`config.mk`:
```
export PLATFORM = sky130hd
export DESIGN_NAME = dts_ram
export DESIGN_NICKNAME = d
export VERILOG_FILES = /design/src/rtl/dfa_token_scanner_core_macros.svh /design/src/rtl/dts_ram.sv
export SDC_FILE = /design/constraint.sdc
export NUM_CORES = 1
export LEC_CHECK = 0
export BUFFER_PORTS_ARGS = -buffer_cell sky130_fd_sc_hd__buf_2
export CELL_PAD_IN_SITES_DETAIL_PLACEMENT = 1
export CELL_PAD_IN_SITES_GLOBAL_PLACEMENT = 1
export CORE_MARGIN = 1.5
export CORE_UTILIZATION = 60
export CTS_CLUSTER_DIAMETER = 40
export DETAILED_ROUTE_END_ITERATION = 10
export GPL_ROUTABILITY_DRIVEN = 0
export PLACE_DENSITY = 0.81
export SETUP_SLACK_MARGIN = 0.05
export SLEW_MARGIN = 20
export SYNTH_ARGS = -nofsm -noshare
export SYNTH_HDL_FRONTEND = slang
export SYNTH_SLANG_ARGS = --single-unit
```
`constraint.sdc`:
```
create_clock -name clock -period 4.36 [get_ports clock]
set_input_delay 0.654 -clock clock [delete_from_list [all_inputs] [get_ports clock]]
set_output_delay 0.654 -clock clock [all_outputs]
set_load 0.1 [all_outputs]
```
`src/rtl/dfa_token_scanner_core_macros.svh`:
```
// ----------------------------------------------------------------------------
// dfa_token_scanner_core_macros - assertion macros
// Shared concurrent assertion forms for the scanner RTL.
// ----------------------------------------------------------------------------
`ifndef DFA_TOKEN_SCANNER_CORE_MACROS_SVH
`define DFA_TOKEN_SCANNER_CORE_MACROS_SVH

// same-cycle implication, disabled in reset
`define DTS_ASSERT_IMPL(lbl, clk, rst, ante, cons, msg) \
   lbl: assert property (@(posedge clk) disable iff (rst) (ante) |-> (cons)) \
      else $error(msg);

// next-cycle implication, disabled in reset
`define DTS_ASSERT_NEXT(lbl, clk, rst, ante, cons, msg) \
   lbl: assert property (@(posedge clk) disable iff (rst) (ante) |=> (cons)) \
      else $error(msg);

`endif

```
`src/rtl/dts_ram.sv`:
```
// ----------------------------------------------------------------------------
// dts_ram - generic single-port-write RAM
// One write port and one read port; read data registered.
// ----------------------------------------------------------------------------
module dts_ram #(
   parameter int WIDTH = 8,
   parameter int DEPTH = 64
) (
   input  logic                     clock,
   input  logic                     wr_en,
   input  logic [$clog2(DEPTH)-1:0] wr_addr,
   input  logic [WIDTH-1:0]         wr_data,
   input  logic [$clog2(DEPTH)-1:0] rd_addr,
   output logic [WIDTH-1:0]         rd_data
);

   logic [WIDTH-1:0] mem_ff [DEPTH];
   logic [WIDTH-1:0] rd_data_ff;

   // write, and read returning the old contents on a collision
   always_ff @(posedge clock) begin
      if (wr_en) begin
         mem_ff[wr_addr] <= wr_data;
      end
      rd_data_ff <= mem_ff[rd_addr];
   end

   assign rd_data = rd_data_ff;

endmodule

```
Word-level counts from Yosys, hierarchy flattened
Memories as Yosys holds them, arrays and structs flattened. A register that Yosys moved wholly into a read port is not among the register bits.
Cells that the tools add are included.
- register bits: 0
- memory bits (writable): 512
- input port bits: 22
- output and inout port bits: 8
- logic and storage cells: 3
- memories: 1
- mux-type cells: 2
- memories (memory ; words ; width ; rd ports ; clocked after Yosys merged registers in ; wr ports ; line ; source):
    mem_ff ; 64 ; 8 ; 1 ; 1 ; 1 ; dts_ram.sv:17 ; logic [WIDTH-1:0] mem_ff [DEPTH];
- operator list (operator ; number):
    1-bit 2-to-1 mux ; 2

Logic depth before layout (Yosys ltp)
- depth in word-level cells: 2
- depth in mapped cells: 9
- mapped depth without buffers: 5

Least setup slack after synthesis
No wires, ideal clock.
- path type: input to register
- start point: input port rd_addr[1]
- end point: register rd_data_ff[3] (netlist: rd_data[3]), read port of mem_ff
- setup time: 128 ps
- arrival time: 2194 ps
- data required time: 4232 ps
- path slack: 2038 ps
- cell stages on the path: 7
- buffers on the path: 3
- cell sequence: buf_4 -> buf_2 -> buf_2 -> mux4_2 -> mux4_2 -> o21ai_1 -> o41ai_1
- RTL lines (element ; line ; source):
    start, declared ; dts_ram.sv:13 ; input logic [$clog2(DEPTH)-1:0] rd_addr,
    end, declared ; dts_ram.sv:18 ; logic [WIDTH-1:0] rd_data_ff;

==> metrics.md <==
| Metric | Value |
|---|---|
| Final setup violation count | `0` |
| HP Class | `input pin to flip-flop` |
| Seq/Total Area, Yosys | `77.0%` |
| R2R setup slack | `2.16 ns` |
| Flip-flop and latch area | `0.0155 mm^2` |
| Worst path arrival time | `between 3 and 4 ns` |
| Reg2Reg Capture Point | `rd_data[2]` |
| Crit path largest cell delay | `0.54 ns` |
| Sw Ratio | `between 20% and 30%` |
| Multi-input logic area | `~0.0043 mm^2` |
| Min-delay src | `rd_addr[5]` |
| Leakage power | `~7.2 nW` |
| First-pass GRT wire length | `75.1 mm` |
| Syn Nets | `962` |
| IO buf count | `29` |
| Setup crit end kind | `flip-flop` |
| Synth top area cells | `edfxtp_1 (76%), mux4_2 (14%), nor2_1 (1.5%)` |
| Synthesized area per cell | `21.5 um^2` |
| Worst endpoint required time | `4.82 ns` |
| Skew final | `0.0284 ns` |
| Largest net degree at the start of global routing | `70` |
| Setup CP Type | `input pin to flip-flop` |
| Root Driver | `clkbuf_16` |
| Layout Nets | `1017` |
| Initial Util | `about three fifths` |
| Pin slew with the least headroom to its limit | `1.11 ns` |
| Setup ws final | `1.58 ns` |
| Crit start category | `input pin` |
| Clk pwr share | `between 40% and 50%` |
| CP delay by family, top | `buffers and inverters` |
| RSZ-0062 raised after global routing | `false` |
| WL/cell | `about 34 um` |
| Min-Delay Path Depth | `3` |
| Initial antenna violation count | `2` |
| Max Cap Violations | `0` |
| Placed instance count | `1375` |
| Total GRT Usage | `30.3%` |
| Clock sinks | `520` |
| Hold buffer count at CTS | `0` |
| Outcome | `complete, no violations` |
| Commonest non-fill, non-tap cell in the layout | `edfxtp_1` |
| P_sw | `2.54 mW` |
| Syn Inst Count | `940` |
| Fmax | `359 MHz` |
| Setup TNS | `0 ns` |
| Pins over their slew limit | `0` |
| Post-CTS setup buffers | `0` |
| Top cell type by total area after synthesis | `edfxtp_1` |
| Area Overhead vs Synth | `12.8%` |
| FP Rows | `between 60 and 70` |
| Resized Gates After CTS | `0` |
| Cells along the critical path | `clkbuf_8, buf_4, mux4_2, mux2_2, o221a_2, nor3_1, o32ai_1` |
| Total wire length | `50.7 mm` |
| Routed vias/inst | `6.82` |
| Fin crit period | `2.78 ns` |
| Sequential power share | `49.7%` |
| Library cells used by synthesis | `40` |
| Die height | `186 um` |
| Fill cells | `2553` |
| Post-placement setup slack | `0.953 ns` |
| Remaining DRCs | `0` |
| Die area | `roughly 0.035 mm^2` |
| Overall die width | `between 150 and 200 um` |
| R2R depth | `4` |
| Max Buffers Root-to-Sink | `3` |
| Vias | `10.2k` |
| Vias in the first global route | `10.7k` |
| DRT Pass-1 Iters | `6` |
| Crit share post-route | `63.8%` |
| FF-to-FF Start | `mem_ff[44][2]` |
| Core area | `0.0328 mm^2` |
| TritonCTS Buffers | `60` |
| Antenna Nets Post-Route | `0` |
| Fraction of layout cells with a size suffix above 1 | `27.8%` |
| Fin cells | `about 1.5k` |
| H-tree Lvls | `2` |
| Critical path buffer and inverter count | `2` |
| Yosys warnings | `0` |
| IO Pins | `30` |
| CTS tree | `yes` |
| Final HPWL DP | `29.8 mm` |
| Clk_lat worst skew | `0.61 ns` |
| FF+latch count, synth | `520` |
| Worst-path maximum fanout | `between 50 and 60` |
| Post-synthesis cell area | `0.0202 mm^2` |
| Clock Pin Slew Worst Setup and Hold Paths | `0.06 ns` |
| Final hold violations | `0` |
| DR iter-0 viols | `1264` |
| Grt total ovfl | `0` |
| Most frequent cells in the layout | `edfxtp_1 (512), mux4_2 (126), nor2_1 (83)` |
| Internal power | `8.63 mW` |
| Share of the synthesized area in the top cell type | `76.2%` |
| Pwr dens | `~490 mW/mm^2` |
| Peak supply drop | `between 0.0004 and 0.0005 V` |
| Hold Path End | `rd_data[6]` |
| CP max-delay cell | `clkbuf_8` |
| Logic pwr share | `between 5 and 6%` |
| Worst rel slew slack | `a little over a quarter` |
metal layers:
metal  up-vias  global-route usage [%]  routed length, um
met5         -                       0                  0
met4         0                    11.0               1630
met3       102                    4.95               4500
met2       645                    48.5              25000
met1      5355                    43.2              19600
li1       4058                       -                  -
final cells by class:
type | count | share of cell area (%)
clock buffer | 66 | 6.79
tap | 442 | 2.43
sequential | 520 | 68.3
clock inverter | 48 | 2.02
timing repair buffer | 44 | 1.47
multi-input combinational | 369 | 19.0
antenna | 1 | 0.0110
power by group through the flow:
stage	Clock [mW]	Sequential (mW)	Combinational, mW
finish	5.02	5.56	0.595
global placement	0	5.66	0.556
floorplan	0	5.72	0.295
CTS	5.07	5.56	0.592
detailed placement	0	5.66	0.580
global route	5.22	5.56	0.622
synth_stat cells:
cell,instances
nor2b_1,14
buf_12,2
o311ai_1,1
nand4b_1,1
o21a_1,2
o41ai_1,2
mux4_2,126
buf_2,11
o221ai_1,8
o221a_2,2
a31oi_1,1
mux2_2,13
buf_6,4
buf_1,4
dfxtp_1,8
nand2_1,19
clkbuf_1,17
o2bb2ai_1,3
a22oi_1,3
nor4_1,2
nand2b_1,7
o21ai_0,2
buf_4,13
a21oi_1,3
o2111ai_1,3
a211oi_1,4
mux2i_1,23
o32ai_1,2
o22ai_1,8
nor2_1,83
or3_1,1
nor3_1,7
o21ai_1,2
a221oi_1,6
edfxtp_1,512
nand4_1,2
nand3b_1,3
and2_1,1
nand3_1,13
a2111oi_0,2
state kept, by name, indices dropped and copies added, names as in the netlist:
register / flops
mem_ff: 512
rd_data: 8
per-stage QoR:
step	cell area, um^2	hold WS (ns)	utilization (%)	power (mW)
after floorplan	20200	0.718	-	6.01
after global placement	20700	0.785	63.2	6.22
after detailed placement	20700	0.818	63.2	6.24
after CTS	22700	0.501	69.4	11.2
after global routing	22800	0.519	69.4	11.4
final	22800	0.537	69.4	11.2
how the worst max path moves through the flow:
| stage | from | endpoint | slack [ns] | cells past startpoint |
|---|---|---|---|---|
| 2_1_floorplan | rd_addr[1] | rd_data[3] | 2.04 | 7 |
| 3_3_place_gp | rd_addr[0] | rd_data[4] | 1.04 | 7 |
| 3_5_place_dp | rd_addr[0] | rd_data[4] | 0.95 | 7 |
| 4_1_cts | rd_addr[0] | rd_data[4] | 1.57 | 7 |
| 5_1_grt | rd_addr[0] | rd_data[4] | 1.48 | 7 |
| 6_report | rd_addr[0] | rd_data[4] | 1.58 | 7 |
cells by family (layout without fill, tap and decap cells):
| family | Yosys count | count (layout) | share of synthesized area (%) |
|---|---|---|---|
| AND/OR/NAND/NOR | 153 | 153 | 3.39 |
| flip-flops | 520 | 520 | 77.0 |
| buffers and inverters | 51 | 158 | 1.57 |
| multiplexers | 162 | 162 | 15.9 |
| AO/OA/AOI/OAI | 54 | 54 | 2.07 |
| other | 0 | 1 | 0 |
worst min-delay path: stages:
cell     delay (ns)
buf_2          0.22
nand3_1        0.12
o32ai_1        0.07
Note: power is estimated with default switching activity, not from simulation.
