==> config.mk <==
export PLATFORM = sky130hd
export DESIGN_NAME = dts_result_fifo
export DESIGN_NICKNAME = d
export VERILOG_FILES = /design/src/rtl/dfa_token_scanner_core_macros.svh /design/src/rtl/dts_pkg.sv /design/src/rtl/dts_result_fifo.sv
export SDC_FILE = /design/constraint.sdc
export NUM_CORES = 1
export LEC_CHECK = 0
export BUFFER_PORTS_ARGS = -buffer_cell sky130_fd_sc_hd__buf_2
export CORE_MARGIN = 1
export CORE_UTILIZATION = 52
export DETAILED_ROUTE_END_ITERATION = 16
export PLACE_DENSITY = 0.74
export RECOVER_POWER = 100
export SLEW_MARGIN = 10
export SYNTH_ARGS = -nofsm -noshare
export SYNTH_HDL_FRONTEND = slang
export SYNTH_SLANG_ARGS = --single-unit
==> constraint.sdc <==
create_clock -name clock -period 4.5 [get_ports clock]
set_input_delay 0.675 -clock clock [delete_from_list [all_inputs] [get_ports clock]]
set_output_delay 0.675 -clock clock [all_outputs]
set_load 0.02 [all_outputs]
==> src/rtl/dfa_token_scanner_core_macros.svh <==
// ----------------------------------------------------------------------------
// dfa_token_scanner_core_macros - assertion macros
// Shared concurrent assertion forms for the scanner RTL.
// ----------------------------------------------------------------------------
`ifndef DFA_TOKEN_SCANNER_CORE_MACROS_SVH
`define DFA_TOKEN_SCANNER_CORE_MACROS_SVH

// same-cycle implication, disabled in reset
`define DTS_ASSERT_IMPL(lbl, clk, rst, ante, cons, msg) \
   lbl: assert property (@(posedge clk) disable iff (rst) (ante) |-> (cons)) \
      else $error(msg);

// next-cycle implication, disabled in reset
`define DTS_ASSERT_NEXT(lbl, clk, rst, ante, cons, msg) \
   lbl: assert property (@(posedge clk) disable iff (rst) (ante) |=> (cons)) \
      else $error(msg);

`endif

==> src/rtl/dts_pkg.sv <==
// ----------------------------------------------------------------------------
// dts_pkg - DFA token scanner shared definitions
// Sizes, command and result codes, and word types used across the scanner.
// ----------------------------------------------------------------------------
package dts_pkg;

   // DFA sizing
   localparam int NUM_STATES      = 64;
   localparam int STATE_BITS      = $clog2(NUM_STATES);
   localparam int CHAR_BITS       = 8;
   localparam int TOKEN_ID_BITS   = 8;
   localparam int LENGTH_BITS     = 8;
   localparam int NEXT_BITS       = 7;
   localparam int TRANS_DEPTH     = NUM_STATES * (1 << CHAR_BITS);
   localparam int TRANS_ADDR_BITS = $clog2(TRANS_DEPTH);
   localparam int ACCEPT_BITS     = TOKEN_ID_BITS + 1;

   // transition entry with the sign bit set means no transition
   localparam logic [NEXT_BITS-1:0]   NO_TRANS = {1'b1, {(NEXT_BITS-1){1'b0}}};
   localparam logic [LENGTH_BITS-1:0] LEN_MAX  = {LENGTH_BITS{1'b1}};

   // configuration port
   localparam int CSR_INDEX_BITS = 1;
   localparam int CSR_DATA_BITS  = 6;
   localparam logic [CSR_INDEX_BITS-1:0] CSR_SKIP_WS     = 1'b0;
   localparam logic [CSR_INDEX_BITS-1:0] CSR_START_STATE = 1'b1;

   // result queue
   localparam int FIFO_DEPTH    = 4;
   localparam int FIFO_PTR_BITS = $clog2(FIFO_DEPTH);
   localparam int FIFO_CNT_BITS = $clog2(FIFO_DEPTH + 1);

   typedef enum logic [1:0] {
      CMD_SCAN        = 2'd0,
      CMD_END         = 2'd1,
      CMD_LOAD_TRANS  = 2'd2,
      CMD_LOAD_ACCEPT = 2'd3
   } cmd_type;

   typedef enum logic [1:0] {
      KIND_LEXEME    = 2'd0,
      KIND_TOKEN     = 2'd1,
      KIND_UNMATCHED = 2'd2,
      KIND_END       = 2'd3
   } kind_type;

   // one result word
   typedef struct packed {
      logic [1:0]               kind;
      logic [CHAR_BITS-1:0]     char_out;
      logic [TOKEN_ID_BITS-1:0] token_id;
      logic                     has_name;
      logic [LENGTH_BITS-1:0]   lexeme_length;
      logic                     last;
   } res_type;

   // up to two result words pushed in one cycle
   typedef struct packed {
      logic [1:0] count;
      res_type    w0;
      res_type    w1;
   } push_type;

   typedef struct packed {
      logic empty;
      logic room2;
   } fifo_stat_type;

   // C isspace set: space, tab, newline, vertical tab, form feed, return
   function automatic logic is_space(input logic [CHAR_BITS-1:0] c);
      return (c == 8'd32) || ((c >= 8'd9) && (c <= 8'd13));
   endfunction

endpackage

==> src/rtl/dts_result_fifo.sv <==
// ----------------------------------------------------------------------------
// dts_result_fifo - scanner result queue
// Four-word queue; takes up to two words a cycle, gives one a cycle.
// ----------------------------------------------------------------------------
module dts_result_fifo (
   input  logic                   clock,
   input  logic                   reset,
   input  dts_pkg::push_type      push,
   input  logic                   pop,
   output dts_pkg::res_type       head,
   output dts_pkg::fifo_stat_type stat
);

   dts_pkg::res_type                      mem_ff [dts_pkg::FIFO_DEPTH];
   logic [dts_pkg::FIFO_PTR_BITS-1:0]     wp_ff, wp_in, wp_nx;
   logic [dts_pkg::FIFO_PTR_BITS-1:0]     rp_ff, rp_in;
   logic [dts_pkg::FIFO_CNT_BITS-1:0]     cnt_ff, cnt_in;

   // pointer and fill arithmetic
   always_comb begin
      wp_nx  = wp_ff + dts_pkg::FIFO_PTR_BITS'(1);
      wp_in  = wp_ff + dts_pkg::FIFO_PTR_BITS'(push.count);
      rp_in  = rp_ff + dts_pkg::FIFO_PTR_BITS'(pop);
      cnt_in = cnt_ff + dts_pkg::FIFO_CNT_BITS'(push.count)
               - dts_pkg::FIFO_CNT_BITS'(pop);
   end

   always_ff @(posedge clock) begin
      if (reset) begin
         wp_ff  <= '0;
         rp_ff  <= '0;
         cnt_ff <= '0;
      end else begin
         wp_ff  <= wp_in;
         rp_ff  <= rp_in;
         cnt_ff <= cnt_in;
      end
   end

   // storage: first word at the write pointer, second right after it
   always_ff @(posedge clock) begin
      if (push.count != 2'd0) begin
         mem_ff[wp_ff] <= push.w0;
      end
      if (push.count == 2'd2) begin
         mem_ff[wp_nx] <= push.w1;
      end
   end

   assign head       = mem_ff[rp_ff];
   assign stat.empty = (cnt_ff == '0);
   assign stat.room2 = (cnt_ff <= dts_pkg::FIFO_CNT_BITS'(dts_pkg::FIFO_DEPTH - 2));

endmodule

## After elaboration in Yosys (flattened, before gate mapping)

Memories as Yosys holds them, arrays and structs flattened. A register that Yosys moved wholly into a read port is not among the register bits.
Cells that the tools add are included.

- Memory bits (writable): 112
- Latch bits: 0
- Register bits after elaboration: 7
- Input bits: 61
- ROM bits: 0
- Memories kept: 1
- Logic and storage cells: 18
- Output and inout bits: 30

- Eq/ne operators: 1
- Add/subtract/negate cells: 5
- Multipliers: 0
- Bitwise gates (word level): 0
- Reductions and logical operators: 2
- Magnitude comparators: 1
- Multiplexer cells: 5
- Shifts and indexed selects: 0
- Divide/modulo/power cells: 0

Memory list:

| name | words | width | rd ports | clocked after memory_dff | wr ports | line | text |
|---|---|---|---|---|---|---|---|
| mem_ff | 4 | 28 | 1 | 1 | 2 | dts_result_fifo.sv:14 | `dts_pkg::res_type mem_ff [dts_pkg::FIFO_DEPTH];` |

Operators with widths:

| cell | count |
|---|---|
| 2-to-1 mux 1 bit | 4 |
| adder 3 x 2 -> 3 bit | 1 |
| <= comparator 3 x 2 -> 1 bit (second input constant) | 1 |
| logical NOT 3 bit | 1 |
| subtractor 3 x 1 -> 3 bit | 1 |
| adder 2 x 1 -> 2 bit | 1 |
| adder 2 x 1 -> 2 bit (second input constant) | 1 |
| adder 2 bit | 1 |
| equality test 2 bit (second input constant) | 1 |
| 2-to-1 mux 2 bit | 1 |
| nonzero test 2 bit | 1 |

## Longest topological paths before layout

Gate-level depths: netlist of run 1.

- Depth in word-level cells: 3
- Gate-level depth with buffers: 8
- Depth with buffers taken out: 8

## Least setup slack after synthesis of run 1

Ideal clock, no wire load.

- Path type: input port to flip-flop
- Start: input port push[57] (netlist name)
- End: memory mem_ff[0][0] (netlist name), enable pin
- Required time: 4.048 ns
- Slack: 1.177 ns
- Buffers on the path: 1
- Library setup time: 0.452 ns
- Arrival time: 2.871 ns
- Stages: 3
- Path through: buf_6 -> o21bai_1 -> o21ai_0

RTL lines:

| item | line | text |
|---|---|---|
| start, declared | dts_result_fifo.sv:8 | `input dts_pkg::push_type push,` |
| end, declared | dts_result_fifo.sv:14 |  |

==> flow_summary.ini, run 1 <==
[setup_path]
cp_max_fo = 20
crit_chain = buf_4 -> mux4_2 -> clkbuf_1
crit_type = flip-flop to output port
slowest_delay_ns = 1.24
cp.arrival_ns = 2.84
crit_path_top_delay_cell = dfxtp_1
cp-start-kind = flip-flop
critPathRequiredTime_ns = 3.83
crit_path_end_kind = output port

[clock_tree]
post_cts_buffers = 0
worstSkewPairLatency_ns = 0.41
clockBufferDepth = 2
cts_inserted_buffers = 17
tritoncts = built
clk_pin_slew_ns = 0.06
htreeDepth = 4
cts_sinks = 119
root_buffer = clkbuf_16
cts_hold_buf = 0
post_cts_resize_count = 0

[floorplan]
die_w_microns = 109
initial_core_util_pct = 54.1
num_rows = 38
fp.dieH_microns = 109
core_area_sq_um = 11000
dieArea_sq_um = 11900
ioPinCount = 91

[detailed_routing]
first_pass_iters = 4
drt-initial-drc-count = 142
drc_errors = 0
drt-total-wl_microns = 11900
vias_per_cell = 5.68
ant_nets = 0
vias = 3182
detail_route.wl_per_cell_microns = 21.2

[logic_synthesis]
yosysWarnings = 0
yosysMostFrequentCell = edfxtp_1
yosysUniqueCellTypes = 28
synth_common_cells = edfxtp_1 (112), mux2_2 (58), mux2_4 (29)
netlist_instances = 312
synth_area_sq_um = 5960
synth.avg_cell_area_sq_um = 19.1
synth_area_leaders = edfxtp_1 (56%), mux2_2 (11%), mux4_2 (11%), mux2_4 (7.3%), mux2_1 (4.7%)
synthArstFlopShare_pct = 0
synth_edf_count = 112
synthFlopType = edfxtp_1
syn_nets = 379
ys_seq_area_share_pct = 58.7
yosys.area.top_type_share_pct = 56.4
synth.largest_area_cell = edfxtp_1
ys_ff_latch = 119

[layout]
post-route-util_pct = 62.6
multi_input_area_sq_um = 2170
n_antenna_cell = 0
n_fill_cell = 880
drive_gt1_share_pct = 43.8
nets = 474
ff_latch_area_sq_um = 3500
area_delta_synth_final_pct = 15.7

[grt]
antenna_found_initial = 0
grt_usage_pct = 21.8
grt_pass1_vias = 3325
grt_pass1_wl_microns = 18100
overflow = 0
grt_max_degree = 30

[power]
total_power_w = 0.00326
p_leak_nw = 2.42
power.density_nw_per_um2 = 472
max-vdd-ir-drop_mv = 0.256

[sta]
report.final.slew_viol_count = 158
relSlewSlack_pct = -95.5
fin_tns_setup_ns = 0
finalSetupViolCount = 0
hold_viol = 0
fmax_mhz = 284
fin_crit_sh_pct = 78.2
holdWs_ns = 0.521
period_needed_ns = 3.52
final.setup_skew_ns = 0.00982
worstMarginPinSlew_ns = 2.91
rsz0062_at_grt = false

[status]
status = complete, but fails checks
violations = max-capacitance violations, max-slew violations

[placement]
io_buffer_count = 90
dp_hpwl_microns = 6830
gp_congestion = 0.741

[worst_hold_path]
hp-class = primary input to flip-flop

[flow_run]
maxCapViolations = 7
area by class of cell:
class / instances / share of cell area (%)
Clock buffer: 19 / 6.27
Clock inverter: 13 / 2.25
Inverter: 6 / 0.326
Multi-Input combinational cell: 168 / 31.5
Sequential cell: 119 / 50.8
Tap cell: 140 / 2.54
Timing Repair Buffer: 95 / 6.35
through the flow:
step / worst slack, ns / area (sq um) / instances
floorplan: 1.18 / 5960 / 312
global placement: 1.75 / 6520 / 528
detailed placement: 1.70 / 6520 / 528
CTS: 1.40 / 7110 / 560
global route: 0.690 / 6900 / 560
finish: 0.983 / 6900 / 560
kinds of logic (layout without fill, tap and decap cells):
| logic type | after synthesis | count (layout) | synth area share, % |
|---|---|---|---|
| adder cells (fa/ha/maj) | 6 | 6 | 1.38 |
| flip-flops | 119 | 119 | 58.7 |
| multiplexers | 141 | 141 | 33.7 |
| AND/OR/NAND/NOR | 14 | 14 | 1.55 |
| AO/OA/AOI/OAI | 4 | 4 | 0.419 |
| XOR/XNOR | 3 | 3 | 0.923 |
| buffers and inverters | 25 | 133 | 3.27 |
cell usage in the layout (no fill, tap or decap), types with 6 or more instances in the layout:
cell type and count:
clkbuf_16 17, mux4_2 28, inv_1 6, buf_2 60
clkbuf_1 34, nor2_1 6, mux2_1 49, dfxtp_1 6
edfxtp_1 112, mux2_2 58
flip-flops by register name (all words and copies together), names as in the netlist:
name,count
mem_ff,112
cnt_ff,3
rp_ff,2
wp_ff,2
path summary, 6_finish.rpt:
path                        startpoint                endpoint  slack (ns)  cells past startpoint
setup / recovery   rp_ff[0]$_SDFF_PP0_                 head[4]        0.98                      3
hold / removal                   reset    cnt_ff[1]$_SDFF_PP0_        0.52                      2
setup reg to reg   wp_ff[1]$_SDFF_PP0_  mem_ff[1][0]$_DFFE_PP_        1.13                      3
hold reg to reg   cnt_ff[2]$_SDFF_PP0_    cnt_ff[2]$_SDFF_PP0_        0.66                      2
worst max-delay path, delay by kind of cell (launching register included):
| family | cells | cell delay, ns |
|---|---|---|
| flip-flops | 1 | 1.24 |
| buffers and inverters | 2 | 0.61 |
| multiplexers | 1 | 0.56 |
report_power, final:
group	switching, W	internal, W	leakage, nW
combinational	0.000278	0.000217	1.04
sequential	0.0000528	0.00136	1.11
clock	0.000480	0.000866	0.274
per-layer routing:
metal | vias up | global-route usage, % | part of all wire, %
met2 | 91 | 36.9 | 51
met3 | 13 | 6.10 | 4.6
met4 | 0 | 7.14 | 1.4
met1 | 1611 | 26.9 | 43
met5 | - | 0 | 0
li1 | 1467 | - | -
No activity file was read; power rests on OpenSTA's default activity.
==> run 2: changes to the inputs <==
--- a/config.mk
+++ b/config.mk
@@ -9,7 +9,7 @@
 export CORE_MARGIN = 1
 export CORE_UTILIZATION = 52
 export DETAILED_ROUTE_END_ITERATION = 16
-export PLACE_DENSITY = 0.74
+export PLACE_DENSITY = 0.77
 export RECOVER_POWER = 100
 export SLEW_MARGIN = 10
 export SYNTH_ARGS = -nofsm -noshare
==> constraint.sdc (replaced) <==
create_clock -name clock -period 3.1 [get_ports clock]
set_input_delay 0.465 -clock clock [delete_from_list [all_inputs] [get_ports clock]]
set_output_delay 0.465 -clock clock [all_outputs]
set_load 0.02 [all_outputs]
==> run 2 against run 1 <==
Net effect: the flow now finishes without violations; clock skew fell by 0.0027 ns; worst setup slack worse by 0.43 ns; sequential power rose by 44%; final area increased by 1.3%; cell count is 0.89% higher; total power rose by 46%; highest routed layer is now met5.
==> flow_summary.ini, run 2 (synthesized netlist as in run 1, its figures left out) <==
[setup_path]
reg2reg_depth = 3
crit_type = flip-flop to output port
timing.rr.end = mem_ff[2][14]$_DFFE_PP_
cp-start-kind = flip-flop
cp.arrival_ns = 2.08
reg2reg_setup_slack_ns = 0.65
cp_max_fo = 16
crit_path_end_kind = output port
crit-reg2reg-launch = wp_ff[0]$_SDFF_PP0_
critPathRequiredTime_ns = 2.63

[floorplan]
ioPinCount = 91
num_rows = 38
core_area_sq_um = 11000
initial_core_util_pct = 54.1
die_w_microns = 109
fp.dieH_microns = 109
dieArea_sq_um = 11900

[detailed_routing]
vias_per_cell = 5.65
vias = 3190
first_pass_iters = 4
detail_route.wl_per_cell_microns = 20.9
drt-initial-drc-count = 195
drc_errors = 0
drt-total-wl_microns = 11800
ant_nets = 0

[sta]
fmax_mhz = 392
fin_tns_setup_ns = 0
final.setup_skew_ns = 0.00717
fin_crit_sh_pct = 82.2
rsz0062_at_grt = false
worstMarginPinSlew_ns = 0.945
relSlewSlack_pct = 37.0
finalSetupViolCount = 0
report.final.slew_viol_count = 0
hold_viol = 0
period_needed_ns = 2.55

[clock_tree]
clockBufferDepth = 2
post_cts_resize_count = 0
tritoncts = built
htreeDepth = 4
cts_hold_buf = 0
root_buffer = clkbuf_16
cts_inserted_buffers = 17
clk_pin_slew_ns = 0.05
worstSkewPairLatency_ns = 0.40
post_cts_buffers = 0
cts_sinks = 119

[layout]
finalInstanceArea_sq_um = 6990
post-route-util_pct = 63.4
area_delta_synth_final_pct = 17.2
final_common_cell = edfxtp_1
top_regs = mem_ff: 112 flops, cnt_ff: 3 flops
largest_reg_flops = 112
nets = 479
n_fill_cell = 842
largest-register = mem_ff
final_cell_mix = edfxtp_1 (112), buf_2 (61), mux2_2 (58)
n_antenna_cell = 0
drive_gt1_share_pct = 45.9

[power]
total_power_w = 0.00477
max-vdd-ir-drop_mv = 0.482
power.density_nw_per_um2 = 682
p_leak_nw = 2.48

[grt]
overflow = 0
grt_pass1_vias = 3377
grt_max_degree = 30
grt_pass1_wl_microns = 17800
grt_usage_pct = 21.3
antenna_found_initial = 2

[placement]
gp_congestion = 0.745
dp_hpwl_microns = 7150
placed_area_sq_um = 6580
io_buffer_count = 90

[worst_hold_path]
whs_path_depth = 2
min_from = reset
min_to = rp_ff[1]$_SDFF_PP0_
hp-class = primary input to flip-flop

[flow_run]
maxCapViolations = 0

[status]
status = finished clean
## run 2: changes by cell type in the layout (fill, tap and decap cells not counted), sizes merged
cell / before / now
buf: 61 / 62
clkbuf: 53 / 61
clkinv: 5 / 4
clkinvlp: 4 / 2
inv: 7 / 6
## run 2: cell type report
| cell class | count | area, sq um | area share, % |
|---|---|---|---|
| multi-input combinational | 168 | 2210 | 31.6 |
| clock inverter | 9 | 125 | 1.79 |
| tap | 140 | 175 | 2.51 |
| clock buffer | 23 | 478 | 6.84 |
| sequential | 119 | 3510 | 50.1 |
| inverter | 6 | 22.5 | 0.322 |
| timing repair buffer | 100 | 478 | 6.84 |
## run 2: how the worst max path moves through the flow
| stage | startpoint | end | cells past startpoint |
|---|---|---|---|
| after global placement | push[56] | mem_ff[2][13]$_DFFE_PP_ | 4 |
| after CTS | rp_ff[0]$_SDFF_PP0_ | head[27] | 3 |
| after floorplan | push[57] | mem_ff[2][0]$_DFFE_PP_ | 3 |
| after detailed placement | push[56] | mem_ff[2][13]$_DFFE_PP_ | 4 |
| after global routing | rp_ff[0]$_SDFF_PP0_ | head[15] | 3 |
| final | rp_ff[0]$_SDFF_PP0_ | head[27] | 3 |
## run 2: stage by stage
step / setup slack (ns) / instances / hold slack (ns)
6_report: 0.552 / 565 / 0.304
5_1_grt: 0.409 / 565 / 0.306
4_1_cts: 0.475 / 565 / 0.298
2_1_floorplan: 0.684 / 312 / 0.532
3_3_place_gp: 0.882 / 533 / 0.641
3_5_place_dp: 0.822 / 533 / 0.650
## run 2: worst max-delay path, stage by stage, from the launching register on
cell      delay [ns]
dfxtp_2         0.67
buf_12          0.26
mux4_2          0.54
clkbuf_1        0.19
## run 2: metal layers
layer,vias to the layer above,part of all wire [%],global-route usage (%),wire (microns)
met4,2,0.26,6.37,31
met2,101,51,35.6,6080
met1,1617,42,26.5,4950
li1,1464,-,-,-
met3,6,6.2,6.58,733
met5,-,0.11,0,13
## run 2: where the power goes
group,internal [W],total [W],switching [W]
combinational,0.000327,0.000740,0.000413
sequential,0.00197,0.00205,0.0000739
clock,0.00132,0.00198,0.000662
total,0.00362,0.00477,0.00115
